`src/hdl/ptlru_pkg.sv`:
```
// shared constants, field types and inter-module structs for the page table
// with fifo / lru frame replacement; no dependencies
package ptlru_pkg;

    localparam int PAGES     = 64;
    localparam int FRAMES    = 8;
    localparam int DATA_BITS = 32;

    localparam int PAGE_W  = (PAGES > 1) ? $clog2(PAGES) : 1;
    localparam int FRAME_W = (FRAMES > 1) ? $clog2(FRAMES) : 1;
    localparam int STAMP_W = 32;
    localparam int FAULT_W = 16;

    localparam logic [FAULT_W-1:0] FAULT_MAX = '1;

    localparam logic MODE_FIFO = 1'b0;
    localparam logic MODE_LRU  = 1'b1;

    typedef logic [PAGE_W-1:0]    t_page;
    typedef logic [FRAME_W-1:0]   t_frame;
    typedef logic [STAMP_W-1:0]   t_stamp;
    typedef logic [DATA_BITS-1:0] t_word;
    typedef logic [FAULT_W-1:0]   t_fault;

    typedef struct packed {
        t_page page_number;
        t_word item_data;
    } t_in;

    typedef struct packed {
        logic   hit;
        t_frame frame_index;
        t_word  frame_data;
        logic   evicted;
        t_page  evicted_page;
        t_fault fault_count;
    } t_out;

    // one frame table entry
    typedef struct packed {
        t_page owner;
        t_word word;
    } t_frame_ent;

    // victim scan unit towards the controller
    typedef struct packed {
        logic   rd_en;
        t_frame rd_addr;
        logic   done;
        t_frame best;
    } t_scan_st;

endpackage

```
`src/hdl/ptlru_ram.sv`:
```
// generic single-clock ram, one write port and one read port with registered read
// no dependencies
module ptlru_ram #(
    parameter int WIDTH = 8,
    parameter int DEPTH = 16
) (
    input  logic                                    i_clk,
    input  logic                                    i_we,
    input  logic [((DEPTH > 1) ? $clog2(DEPTH) : 1)-1:0] i_waddr,
    input  logic [WIDTH-1:0]                        i_wdata,
    input  logic                                    i_re,
    input  logic [((DEPTH > 1) ? $clog2(DEPTH) : 1)-1:0] i_raddr,
    output logic [WIDTH-1:0]                        o_rdata
);

    logic [WIDTH-1:0] r_mem [DEPTH];
    logic [WIDTH-1:0] r_rdata;

    always_ff @(posedge i_clk) begin
        if (i_we) begin
            r_mem[i_waddr] <= i_wdata;
        end
        // read data holds while no read is issued
        if (i_re) begin
            r_rdata <= r_mem[i_raddr];
        end
    end

    assign o_rdata = r_rdata;

endmodule

```
`src/hdl/ptlru_victim.sv`:
```
// victim search: walks the stamp memory one frame a cycle and keeps the oldest
// depends on ptlru_pkg
module ptlru_victim import ptlru_pkg::*; (
    input  logic     i_clk,
    input  logic     i_rst_n,
    input  logic     i_start,
    input  t_stamp   i_clock,
    input  t_stamp   i_stamp,
    output t_scan_st o_st
);

    localparam int CNT_W = $clog2(FRAMES + 1);

    logic [CNT_W-1:0] r_cnt;
    logic             r_busy;
    logic             r_pend;
    t_frame           r_pidx;
    t_frame           r_best;
    t_stamp           r_best_age;
    logic             r_done;

    logic   rd_en;
    logic   last;
    t_stamp age;

    assign rd_en = r_busy && (r_cnt < CNT_W'(FRAMES));
    assign last  = r_pend && (r_pidx == FRAME_W'(FRAMES - 1));
    // wrap-safe age against the running stamp clock
    assign age   = i_clock - i_stamp;

    always_ff @(posedge i_clk) begin
        if (!i_rst_n) begin
            r_busy <= 1'b0;
            r_pend <= 1'b0;
            r_done <= 1'b0;
            r_cnt  <= '0;
        end else begin
            r_done <= last;
            r_pend <= rd_en;
            if (i_start) begin
                r_busy <= 1'b1;
                r_cnt  <= '0;
            end else begin
                if (rd_en) begin
                    r_cnt <= r_cnt + 1'b1;
                end
                if (last) begin
                    r_busy <= 1'b0;
                end
            end
        end
    end

    always_ff @(posedge i_clk) begin
        r_pidx <= r_cnt[FRAME_W-1:0];
        // ties keep the lower index
        if (r_pend && ((r_pidx == '0) || (age > r_best_age))) begin
            r_best     <= r_pidx;
            r_best_age <= age;
        end
    end

    assign o_st.rd_en   = rd_en;
    assign o_st.rd_addr = r_cnt[FRAME_W-1:0];
    assign o_st.done    = r_done;
    assign o_st.best    = r_best;

endmodule

```
`src/hdl/page_table_with_lru_fifo_replacement.sv`:
```
// Page table with fifo or lru frame replacement. One reference is taken at a time.
// A hit, or a fault that finds a free frame, passes from the input transfer through
// the lookup state to the hit or fill state, which writes the result into the
// output register once it is free and then reopens the input. A fault with every
// frame in use runs the victim search, which reads one stamp per cycle from the
// stamp memory, and then goes through the evict and fill states. A finished result
// waits in the output register while the next reference is already being looked up.
// Uses ptlru_pkg, ptlru_ram and ptlru_victim.
module page_table_with_lru_fifo_replacement import ptlru_pkg::*; (
    input  logic i_clk,
    input  logic i_rst_n,
    input  logic i_cfg_we,
    input  logic i_cfg_data,
    input  logic i_in_valid,
    output logic o_in_stall,
    input  t_in  i_in_data,
    output logic o_out_valid,
    input  logic i_out_stall,
    output t_out o_out_data
);

    localparam logic [2:0] S_IDLE  = 3'd0;
    localparam logic [2:0] S_LOOK  = 3'd1;
    localparam logic [2:0] S_SCAN  = 3'd2;
    localparam logic [2:0] S_EVICT = 3'd3;
    localparam logic [2:0] S_FILL  = 3'd4;
    localparam logic [2:0] S_HIT   = 3'd5;

    logic [2:0]       r_state, n_state;
    logic             r_mode;
    logic [PAGES-1:0] r_page_valid;
    logic [FRAMES-1:0] r_used;
    t_stamp           r_clock;
    t_fault           r_faults;
    t_page            r_page;
    t_word            r_data;
    t_frame           r_frame;
    logic             r_evict;
    t_page            r_evict_page;
    logic             r_out_valid;
    t_out             r_out;

    logic       accept;
    logic       out_free;
    logic       free_any;
    t_frame     free_idx;
    t_fault     faults_inc;
    t_frame     pt_rdata;
    t_frame_ent fr_rdata;
    t_frame_ent fr_wdata;
    logic       fr_re;
    t_frame     fr_raddr;
    t_stamp     st_rdata;
    logic       st_we;
    logic       fill_go;
    logic       hit_go;
    logic       scan_start;
    t_scan_st   scan;

    assign accept     = i_in_valid && !o_in_stall;
    assign o_in_stall = (r_state != S_IDLE);
    assign out_free   = !r_out_valid || !i_out_stall;
    assign fill_go    = (r_state == S_FILL) && out_free;
    assign hit_go     = (r_state == S_HIT) && out_free;
    assign st_we      = fill_go || (hit_go && (r_mode == MODE_LRU));
    assign faults_inc = (r_faults == FAULT_MAX) ? r_faults : r_faults + 1'b1;
    assign scan_start = (r_state == S_LOOK) && !r_page_valid[r_page] && !free_any;

    // lowest free frame
    always_comb begin
        free_any = 1'b0;
        free_idx = '0;
        for (int k = FRAMES - 1; k >= 0; k--) begin
            if (!r_used[k]) begin
                free_any = 1'b1;
                free_idx = FRAME_W'(k);
            end
        end
    end

    always_comb begin
        fr_re    = 1'b0;
        fr_raddr = scan.best;
        if ((r_state == S_LOOK) && r_page_valid[r_page]) begin
            fr_re    = 1'b1;
            fr_raddr = pt_rdata;
        end else if ((r_state == S_SCAN) && scan.done) begin
            fr_re = 1'b1;
        end
    end

    assign fr_wdata.owner = r_page;
    assign fr_wdata.word  = r_data;

    ptlru_ram #(.WIDTH(FRAME_W), .DEPTH(PAGES)) u_page_ram (
        .i_clk   (i_clk),
        .i_we    (fill_go),
        .i_waddr (r_page),
        .i_wdata (r_frame),
        .i_re    (accept),
        .i_raddr (i_in_data.page_number),
        .o_rdata (pt_rdata)
    );

    ptlru_ram #(.WIDTH($bits(t_frame_ent)), .DEPTH(FRAMES)) u_frame_ram (
        .i_clk   (i_clk),
        .i_we    (fill_go),
        .i_waddr (r_frame),
        .i_wdata (fr_wdata),
        .i_re    (fr_re),
        .i_raddr (fr_raddr),
        .o_rdata (fr_rdata)
    );

    ptlru_ram #(.WIDTH(STAMP_W), .DEPTH(FRAMES)) u_stamp_ram (
        .i_clk   (i_clk),
        .i_we    (st_we),
        .i_waddr (r_frame),
        .i_wdata (r_clock),
        .i_re    (scan.rd_en),
        .i_raddr (scan.rd_addr),
        .o_rdata (st_rdata)
    );

    ptlru_victim u_victim (
        .i_clk   (i_clk),
        .i_rst_n (i_rst_n),
        .i_start (scan_start),
        .i_clock (r_clock),
        .i_stamp (st_rdata),
        .o_st    (scan)
    );

    always_comb begin
        n_state = r_state;
        unique case (r_state)
            S_IDLE:  if (accept) n_state = S_LOOK;
            S_LOOK: begin
                if (r_page_valid[r_page]) begin
                    n_state = S_HIT;
                end else if (free_any) begin
                    n_state = S_FILL;
                end else begin
                    n_state = S_SCAN;
                end
            end
            S_SCAN:  if (scan.done) n_state = S_EVICT;
            S_EVICT: n_state = S_FILL;
            S_FILL:  if (out_free) n_state = S_IDLE;
            S_HIT:   if (out_free) n_state = S_IDLE;
            default: n_state = S_IDLE;
        endcase
    end

    always_ff @(posedge i_clk) begin
        if (!i_rst_n) begin
            r_state      <= S_IDLE;
            r_mode       <= MODE_LRU;
            r_page_valid <= '0;
            r_used       <= '0;
            r_clock      <= '0;
            r_faults     <= '0;
            r_out_valid  <= 1'b0;
        end else begin
            r_state <= n_state;
            if (i_cfg_we) begin
                r_mode <= i_cfg_data;
            end
            // the evicted page is never the one being filled
            if (r_state == S_EVICT) begin
                r_page_valid[fr_rdata.owner] <= 1'b0;
            end
            if (fill_go) begin
                r_page_valid[r_page] <= 1'b1;
                r_used[r_frame]      <= 1'b1;
                r_faults             <= faults_inc;
            end
            if (st_we) begin
                r_clock <= r_clock + 1'b1;
            end
            if (fill_go || hit_go) begin
                r_out_valid <= 1'b1;
            end else if (!i_out_stall) begin
                r_out_valid <= 1'b0;
            end
        end
    end

    always_ff @(posedge i_clk) begin
        if (accept) begin
            r_page <= i_in_data.page_number;
            r_data <= i_in_data.item_data;
        end
        if (r_state == S_LOOK) begin
            r_evict <= 1'b0;
            if (r_page_valid[r_page]) begin
                r_frame <= pt_rdata;
            end else begin
                r_frame <= free_idx;
            end
        end
        if ((r_state == S_SCAN) && scan.done) begin
            r_frame <= scan.best;
            r_evict <= 1'b1;
        end
        if (r_state == S_EVICT) begin
            r_evict_page <= fr_rdata.owner;
        end
        if (fill_go) begin
            r_out.hit          <= 1'b0;
            r_out.frame_index  <= r_frame;
            r_out.frame_data   <= r_data;
            r_out.evicted      <= r_evict;
            r_out.evicted_page <= r_evict ? r_evict_page : '0;
            r_out.fault_count  <= faults_inc;
        end else if (hit_go) begin
            r_out.hit          <= 1'b1;
            r_out.frame_index  <= r_frame;
            r_out.frame_data   <= fr_rdata.word;
            r_out.evicted      <= 1'b0;
            r_out.evicted_page <= '0;
            r_out.fault_count  <= r_faults;
        end
    end

    assign o_out_valid = r_out_valid;
    assign o_out_data  = r_out;

    // one reference at a time: a transfer in closes the input until it is done
    a_one_in_flight: assert property (@(posedge i_clk) disable iff (!i_rst_n)
        (i_in_valid && !o_in_stall) |=> o_in_stall)
        else $error("input taken while a reference is in flight");

    // a hit never evicts
    a_hit_no_evict: assert property (@(posedge i_clk) disable iff (!i_rst_n)
        o_out_valid |-> !(o_out_data.hit && o_out_data.evicted))
        else $error("hit reported together with an eviction");

    // eviction only once every frame is in use
    a_evict_full: assert property (@(posedge i_clk) disable iff (!i_rst_n)
        (o_out_valid && o_out_data.evicted) |-> (&r_used))
        else $error("eviction while a frame was still free");

    // the search only starts when nothing is free
    a_scan_full: assert property (@(posedge i_clk) disable iff (!i_rst_n)
        scan_start |-> (&r_used))
        else $error("victim search started with a free frame");

endmodule
```
`config.mk`:
```
export PLATFORM = sky130hd
export DESIGN_NAME = page_table_with_lru_fifo_replacement
export DESIGN_NICKNAME = d
export VERILOG_FILES = /design/src/hdl/ptlru_pkg.sv /design/src/hdl/ptlru_ram.sv /design/src/hdl/ptlru_victim.sv /design/src/hdl/page_table_with_lru_fifo_replacement.sv
export SDC_FILE = /design/constraint.sdc
export NUM_CORES = 1
export LEC_CHECK = 0
export BUFFER_PORTS_ARGS = -buffer_cell sky130_fd_sc_hd__buf_4
export CAP_MARGIN = 10
export CORE_MARGIN = 2
export CORE_UTILIZATION = 56
export DETAILED_ROUTE_END_ITERATION = 7
export PLACE_DENSITY_LB_ADDON = 0.25
export SLEW_MARGIN = 0
export SYNTH_ARGS = -nofsm -noshare
export SYNTH_HDL_FRONTEND = slang
export SYNTH_SLANG_ARGS = --single-unit
```
`constraint.sdc`:
```
create_clock -name i_clk -period 9.6 [get_ports i_clk]
set_input_delay 0.96 -clock i_clk [delete_from_list [all_inputs] [get_ports i_clk]]
set_output_delay 0.96 -clock i_clk [all_outputs]
set_load 0.01 [all_outputs]
```
-- Word-level counts from Yosys, hierarchy flattened
Memories as Yosys holds them, arrays and structs flattened. A register that Yosys moved wholly into a read port is not among the register bits.
Index checks and enable logic that the tools add are counted.
W data, S select, Z words.
- input bits: 44
- RAM bits: 752
- register bits after elaboration: 277
- output and inout bits: 61
- memories: 3
- reduce and logical (&&, ||, !) cells: 32
- $lt $le $gt $ge: 8
- add/subtract/negate cells: 4
- bitwise gates (word level): 5
- mux-type cells: 51
- equality and inequality tests: 11
- memory list (memory ; depth ; width ; rd ports ; clocked after Yosys merged registers in ; write ports ; RTL line ; source):
    u_frame_ram.r_mem ; 8 ; 38 ; 1 ; 1 ; 1 ; ptlru_ram.sv:16 ; logic [WIDTH-1:0] r_mem [DEPTH];
    u_stamp_ram.r_mem ; 8 ; 32 ; 1 ; 1 ; 1 ; ptlru_ram.sv:16 ;
    u_page_ram.r_mem ; 64 ; 3 ; 1 ; 1 ; 1 ; ptlru_ram.sv:16 ;
- operators with widths (operator ; count):
    $mux W64 ; 3
    $mux W58 ; 2
    $and A64 B64 Y64 ; 1
    $not A64 Y64 ; 1
    $or A64 B64 Y64 ; 1
    $mux W3 ; 17
    $add A32 B1 Y32 const B ; 1
    $gt A32 B32 Y1 ; 1
    $sub A32 B32 Y32 ; 1
    $mux W1 ; 22
    $add A16 B1 Y16 const B ; 1
    $eq A16 B16 Y1 const B ; 1
    $mux W16 ; 1
    $pmux W3 S5 ; 1
    $logic_and A1 B1 Y1 ; 14
    $lt A6 B7 Y1 const B ; 2
    $demux W1 S6 ; 2
    $ge A6 B1 Y1 const B ; 2
    $eq A3 B3 Y1 const B ; 3
    $or A8 B8 Y8 ; 1
    $bmux W1 S6 ; 1
    $eq A3 B2 Y1 const B ; 2
    $logic_not A3 Y1 ; 2
    $mux W6 ; 1
    other kinds (15) ; 27

-- Logic depth before layout (Yosys ltp)
- word-level depth: 11
- depth in mapped cells: 22
- depth with buffers taken out: 22

-- By module
A second synthesis with hierarchy kept.
- cells, all modules: 2774
- area total of the unflattened synthesis: 45463.6 µm²
- by module, submodules not included (module ; cells an instance ; times used ; area each (µm²)):
    ptlru_ram at u_frame_ram ; 490 ; 1 ; 12589.6
    ptlru_ram at u_stamp_ram ; 415 ; 1 ; 10786.6
    page_table_with_lru_fifo_replacement ; 950 ; 1 ; 9900.7
    ptlru_ram at u_page_ram ; 423 ; 1 ; 7893.8
    ptlru_victim ; 496 ; 1 ; 4292.9

-- Worst setup path before layout
OpenSTA, ideal clock, no wires.
- path kind: in2reg
- start: in i_out_stall
- end: mem u_frame_ram.r_mem[0][0] in the netlist's numbering, enable pin
- library setup time: 0.532 ns
- slack: 2.434 ns
- arrival time: 6.635 ns
- buffers on the path: 1
- data required time: 9.068 ns
- stages: 6
- cells stage by stage: nand2_1 nand2_1 inv_1 nand2_1 clkbuf_1 nor4_1
- longest elaborated chain between the ends: 5
- ends and longest elaborated chain (element ; RTL line ; source):
    start, declared ; page_table_with_lru_fifo_replacement.sv:18 ; input logic i_out_stall,
    $logic_not A1 Y1 ; - ;
    $logic_or A1 B1 Y1 ; page_table_with_lru_fifo_replacement.sv:62 ; assign out_free = !r_out_valid || !i_out_stall;
    $logic_and A1 B1 Y1 ; page_table_with_lru_fifo_replacement.sv:63 ; assign fill_go = (r_state == S_FILL) && out_free;
    $mux W1 ; ptlru_ram.sv:20 ; if (i_we) begin
    $mux W1 (implied by the code) ; ptlru_ram.sv:21 ; r_mem[i_waddr] <= i_wdata;
    end, declared ; ptlru_ram.sv:16 ;
Every way passes these cells.

-- Final worst setup path
- start: reg r_clock[0]
- end: reg u_victim.r_best[2], enable pin
- longest elaborated chain between the ends: 4
- ends and longest elaborated chain (element ; RTL line ; source):
    start, declared ; page_table_with_lru_fifo_replacement.sv:33 ; t_stamp r_clock;
    start signal, assigned ; page_table_with_lru_fifo_replacement.sv:179 ; r_clock <= r_clock + 1'b1;
    $sub A32 B32 Y32 ; ptlru_victim.sv:29 ; assign age = i_clock - i_stamp;
    via u_victim.age[28] ; ptlru_victim.sv:24 ; t_stamp age;
    $gt A32 B32 Y1 ; ptlru_victim.sv:57 ; if (r_pend && ((r_pidx == '0) || (age > r_best_age))) begin
    $logic_or A1 B1 Y1 ; ptlru_victim.sv:57 ;
    $logic_and A1 B1 Y1 ; ptlru_victim.sv:57 ;
    end signal, assigned ; ptlru_victim.sv:58 ; r_best <= r_pidx;
    end, declared ; ptlru_victim.sv:18 ; t_frame r_best;
The timed path passes the listed nets, and every way through them passes these cells.
A chain may end at the register's enable or synchronous reset.

==> flow_metrics.env <==
export IMPL_status="complete, no violations"
export IMPL_dpl_cell_area_sq_um=46420
export IMPL_ir_worst_vdd_mv=0.1490
export IMPL_final_core_util=0.6366
export IMPL_io_pin_count=105
export IMPL_insertion_delay_ns=0.69
export IMPL_synth_avg_cell_area_sq_um=14.72
export IMPL_pwr_density_cell_nw_per_um2=200.3
export IMPL_synth_compound_area_share=0.06208
export IMPL_yosysWarnings=0
export IMPL_end_kind="register"
export IMPL_synth_top_family_by_area="simple AND/OR/NAND/NOR gates"
export IMPL_p_int_w=0.007967
export IMPL_dr_wl_met2_um=48640
export IMPL_yosysTopAreaCellShare=0.6518
export IMPL_final_setup_tns_ns=0
export IMPL_routed_top_layer="met5"
export IMPL_start_kind="register"
export IMPL_rsz0062_at_grt="no"
export IMPL_switching_power_w=0.002071
export IMPL_max_slew_margin=0.2321
export IMPL_critPathKind="reg2reg"
export IMPL_clkSlewWorstSetupHoldPaths_ns=0.06
export IMPL_max_freq_mhz=167.3
export IMPL_htree_num_levels=3
export IMPL_hold_buffers=0
export IMPL_cts_made_buffers=109
export IMPL_syn_inst=3020
export IMPL_drive_gt1_frac=0.1623
export IMPL_synthAdderAreaFrac=0.01902
export IMPL_tritoncts="yes"
export IMPL_final_nets=3257
export IMPL_pwr_share_comb=0.036
export IMPL_multiInputGateArea_sq_um=11740
export IMPL_routed_wl_um=99950
export IMPL_cp_required_ns=10.02
export IMPL_ant_nets=0
export IMPL_dp_cells=4084
export IMPL_stdcell_area_sq_um=50130
export IMPL_synth_ff_type="edfxtp_1"
export IMPL_power_frac_seq=0.532
export IMPL_routedWlPerCell_um=23.31
export IMPL_place_congestion=0.9086
export IMPL_ys_seq_area_frac=0.7134
export IMPL_yosys_area_share_simple=0.08780
export IMPL_grt_usage=0.2468
export IMPL_dpl_hpwl_um=57350
export IMPL_root_buffer="clkbuf_16"
export IMPL_post_route_period_util=0.6225
export IMPL_drc=0
export IMPL_cts_resized=0
export IMPL_clk_path_buf_depth=3
export IMPL_synth_xor_area_share=0.01280
export IMPL_die_x_um=285.8
export IMPL_row_count=103
export IMPL_timing_final_ws_setup_ns=3.624
export IMPL_seqCellArea_sq_um=31730
export IMPL_cap_viol_max_count=0
export IMPL_worstMarginPinSlew_ns=1.152
export IMPL_synth_edf_count=965
export IMPL_drtIter0Drc=2750
export IMPL_grt_pass1_wl_um=153700
export IMPL_synthMuxAreaShare=0.07840
export IMPL_wl_met1_um=40560
export IMPL_ys_ff_latch=1102
export IMPL_via_per_inst=5.954
export IMPL_antenna_found_initial=4
export IMPL_p_leak_nw=17.01
export IMPL_hold_path_class="in2reg"
export IMPL_fill_cells=5557
export IMPL_overflow=0
export IMPL_die_y_um=285.8
export IMPL_setup_viol=0
export IMPL_dr_pass1_iters=6
export IMPL_crit_arrival_ns=6.40
export IMPL_final_cells=4287
export IMPL_synth_area_sq_um=44460
export IMPL_wl_met3_um=7709
export IMPL_area_delta_synth_final_pct=12.74
export IMPL_die_area_sq_um=81660
export IMPL_hold_viol=0
export IMPL_async_reset_ff_frac=0
export IMPL_grt_pass1_vias=26000
export IMPL_slew_viol_final=0
export IMPL_synthTopCellsByArea="edfxtp_1 65%, mux4_2 6.5%, dfxtp_1 6.2%, nand2_1 4.0%, a21oi_1 2.4%"
export IMPL_crit_fanout=27
export IMPL_clkPwrFrac=0.432
export IMPL_cts_setup_buffers=0
export IMPL_grt_max_degree=98
export IMPL_vias=25530
export IMPL_synthDistinctLibCells=74
export IMPL_p_sw_frac=0.2063
export IMPL_skew_ns=0.02626
export IMPL_start_util=0.5646
export IMPL_dp_slack_ns=3.550
export IMPL_yosysTopAreaCell="edfxtp_1"
export IMPL_numClockSinks=1102
export IMPL_syn_nets=3131
export IMPL_period_needed_ns=5.976
export IMPL_yosysMostFrequentCell="edfxtp_1"
export IMPL_core_sq_um=78740
export IMPL_synth_common_cells="965 x edfxtp_1, 468 x nand2_1, 209 x a21oi_1"
export IMPL_port_buffers=104
## power groups by stage
stage	Sequential (W)	Combinational (W)	Clock, W
final	0.00534	0.000358	0.00434
after global routing	0.00535	0.000388	0.00460
after CTS	0.00534	0.000361	0.00441
after detailed placement	0.00544	0.000358	0
after global placement	0.00544	0.000349	0
after floorplan	0.00544	0.000207	0
## final cells by class
cell class / instances / area share
Sequential cell: 1102 / 0.6329
Multi-Input combinational cell: 1640 / 0.2342
Clock buffer: 151 / 0.06143
Tap cell: 1050 / 0.02621
Timing Repair Buffer: 147 / 0.02226
Clock inverter: 49 / 0.01193
Inverter: 146 / 0.01096
Antenna cell: 2 / 0.00009984
## worst paths after layout
path,start,to,slack [ns],cells past startpoint
setup / recovery,r_clock[0],u_victim.r_best[2],3.62,21
hold / removal,i_in_data[11],r_data[11],0.45,1
setup reg to reg,r_clock[0],u_victim.r_best[2],3.62,21
hold reg to reg,r_evict,r_evict,0.45,2
## per-stage QoR
step	power, W	hold WS [ns]
floorplan	0.005643	0.3290
global placement	0.005785	0.4325
detailed placement	0.005800	0.4424
CTS	0.01011	0.4105
global route	0.01033	0.4211
finish	0.01004	0.4493
## cell families (layout without fill, tap and decap cells)
| group | count (synthesis) | in the layout |
|---|---|---|
| xor gates and xnor gates | 65 | 65 |
| AOI/OAI and AO/OA | 461 | 461 |
| and+or+nand+nor | 865 | 865 |
| other | 0 | 2 |
| buffers and inverters | 278 | 493 |
| DFF | 1102 | 1102 |
| muxes | 182 | 182 |
| adders and majority gates | 67 | 67 |
## per-layer routing
metal  up-vias  GRT usage
met4         2    0.08455
met5         -          0
met3       187    0.04242
met2      1067     0.4049
met1     12740     0.3380
li1      11530          -
## flip-flops by register name (all words and copies together), names as in the netlist, 38 cells and up
| name | count |
|---|---|
| u_frame_ram.r_mem | 304 |
| u_stamp_ram.r_mem | 256 |
| u_page_ram.r_mem | 192 |
| r_page_valid | 64 |
| o_out_data | 59 |
| u_frame_ram.o_rdata | 38 |
## layout by cell type, fill, tap and decap left out, types with 9 or more instances in the layout
master | Yosys | final
edfxtp_1 | 965 | 965
nand2_1 | 468 | 466
a21oi_1 | 209 | 209
buf_4 | 2 | 146
inv_1 | 145 | 143
dfxtp_1 | 137 | 134
mux4_2 | 128 | 128
clkbuf_16 | 0 | 112
nor2_1 | 116 | 109
o21ai_0 | 92 | 91
ha_1 | 66 | 66
nand3_1 | 65 | 65
and3_1 | 54 | 54
xnor2_1 | 38 | 38
a22oi_1 | 38 | 38
mux2_2 | 35 | 35
and2_1 | 30 | 30
xor2_1 | 27 | 27
clkbuf_1 | 73 | 26
a21o_1 | 24 | 24
o21a_1 | 22 | 22
nand4_1 | 20 | 20
nor2b_1 | 19 | 18
nand2b_1 | 17 | 17
clkinv_2 | 0 | 17
or3_1 | 14 | 14
clkinv_1 | 1 | 14
mux2i_1 | 16 | 14
nor3_1 | 22 | 13
clkbuf_8 | 0 | 13
bufinv_16 | 0 | 12
a21oi_2 | 10 | 10
a31oi_1 | 10 | 9
a221o_1 | 9 | 9
nor3_2 | 0 | 9
## critical path, cell delays in order, from the launching register on
cell	delay [ns]
dfxtp_1	0.43
inv_1	0.10
ha_1	0.17
inv_1	0.06
fa_1	0.40
a21o_1	0.17
a21o_1	0.22
a211oi_1	0.35
o31ai_1	0.20
a31o_2	0.33
a21oi_1	0.21
o21ai_0	0.27
or4b_2	0.70
nand3_1	0.14
ha_1	0.26
o21ai_0	0.09
nand2b_1	0.07
a21oi_1	0.15
nor2_1	0.06
a2111oi_0	0.71
a31oi_4	0.35
buf_12	0.28
Note: power is estimated with default switching activity, not from simulation.
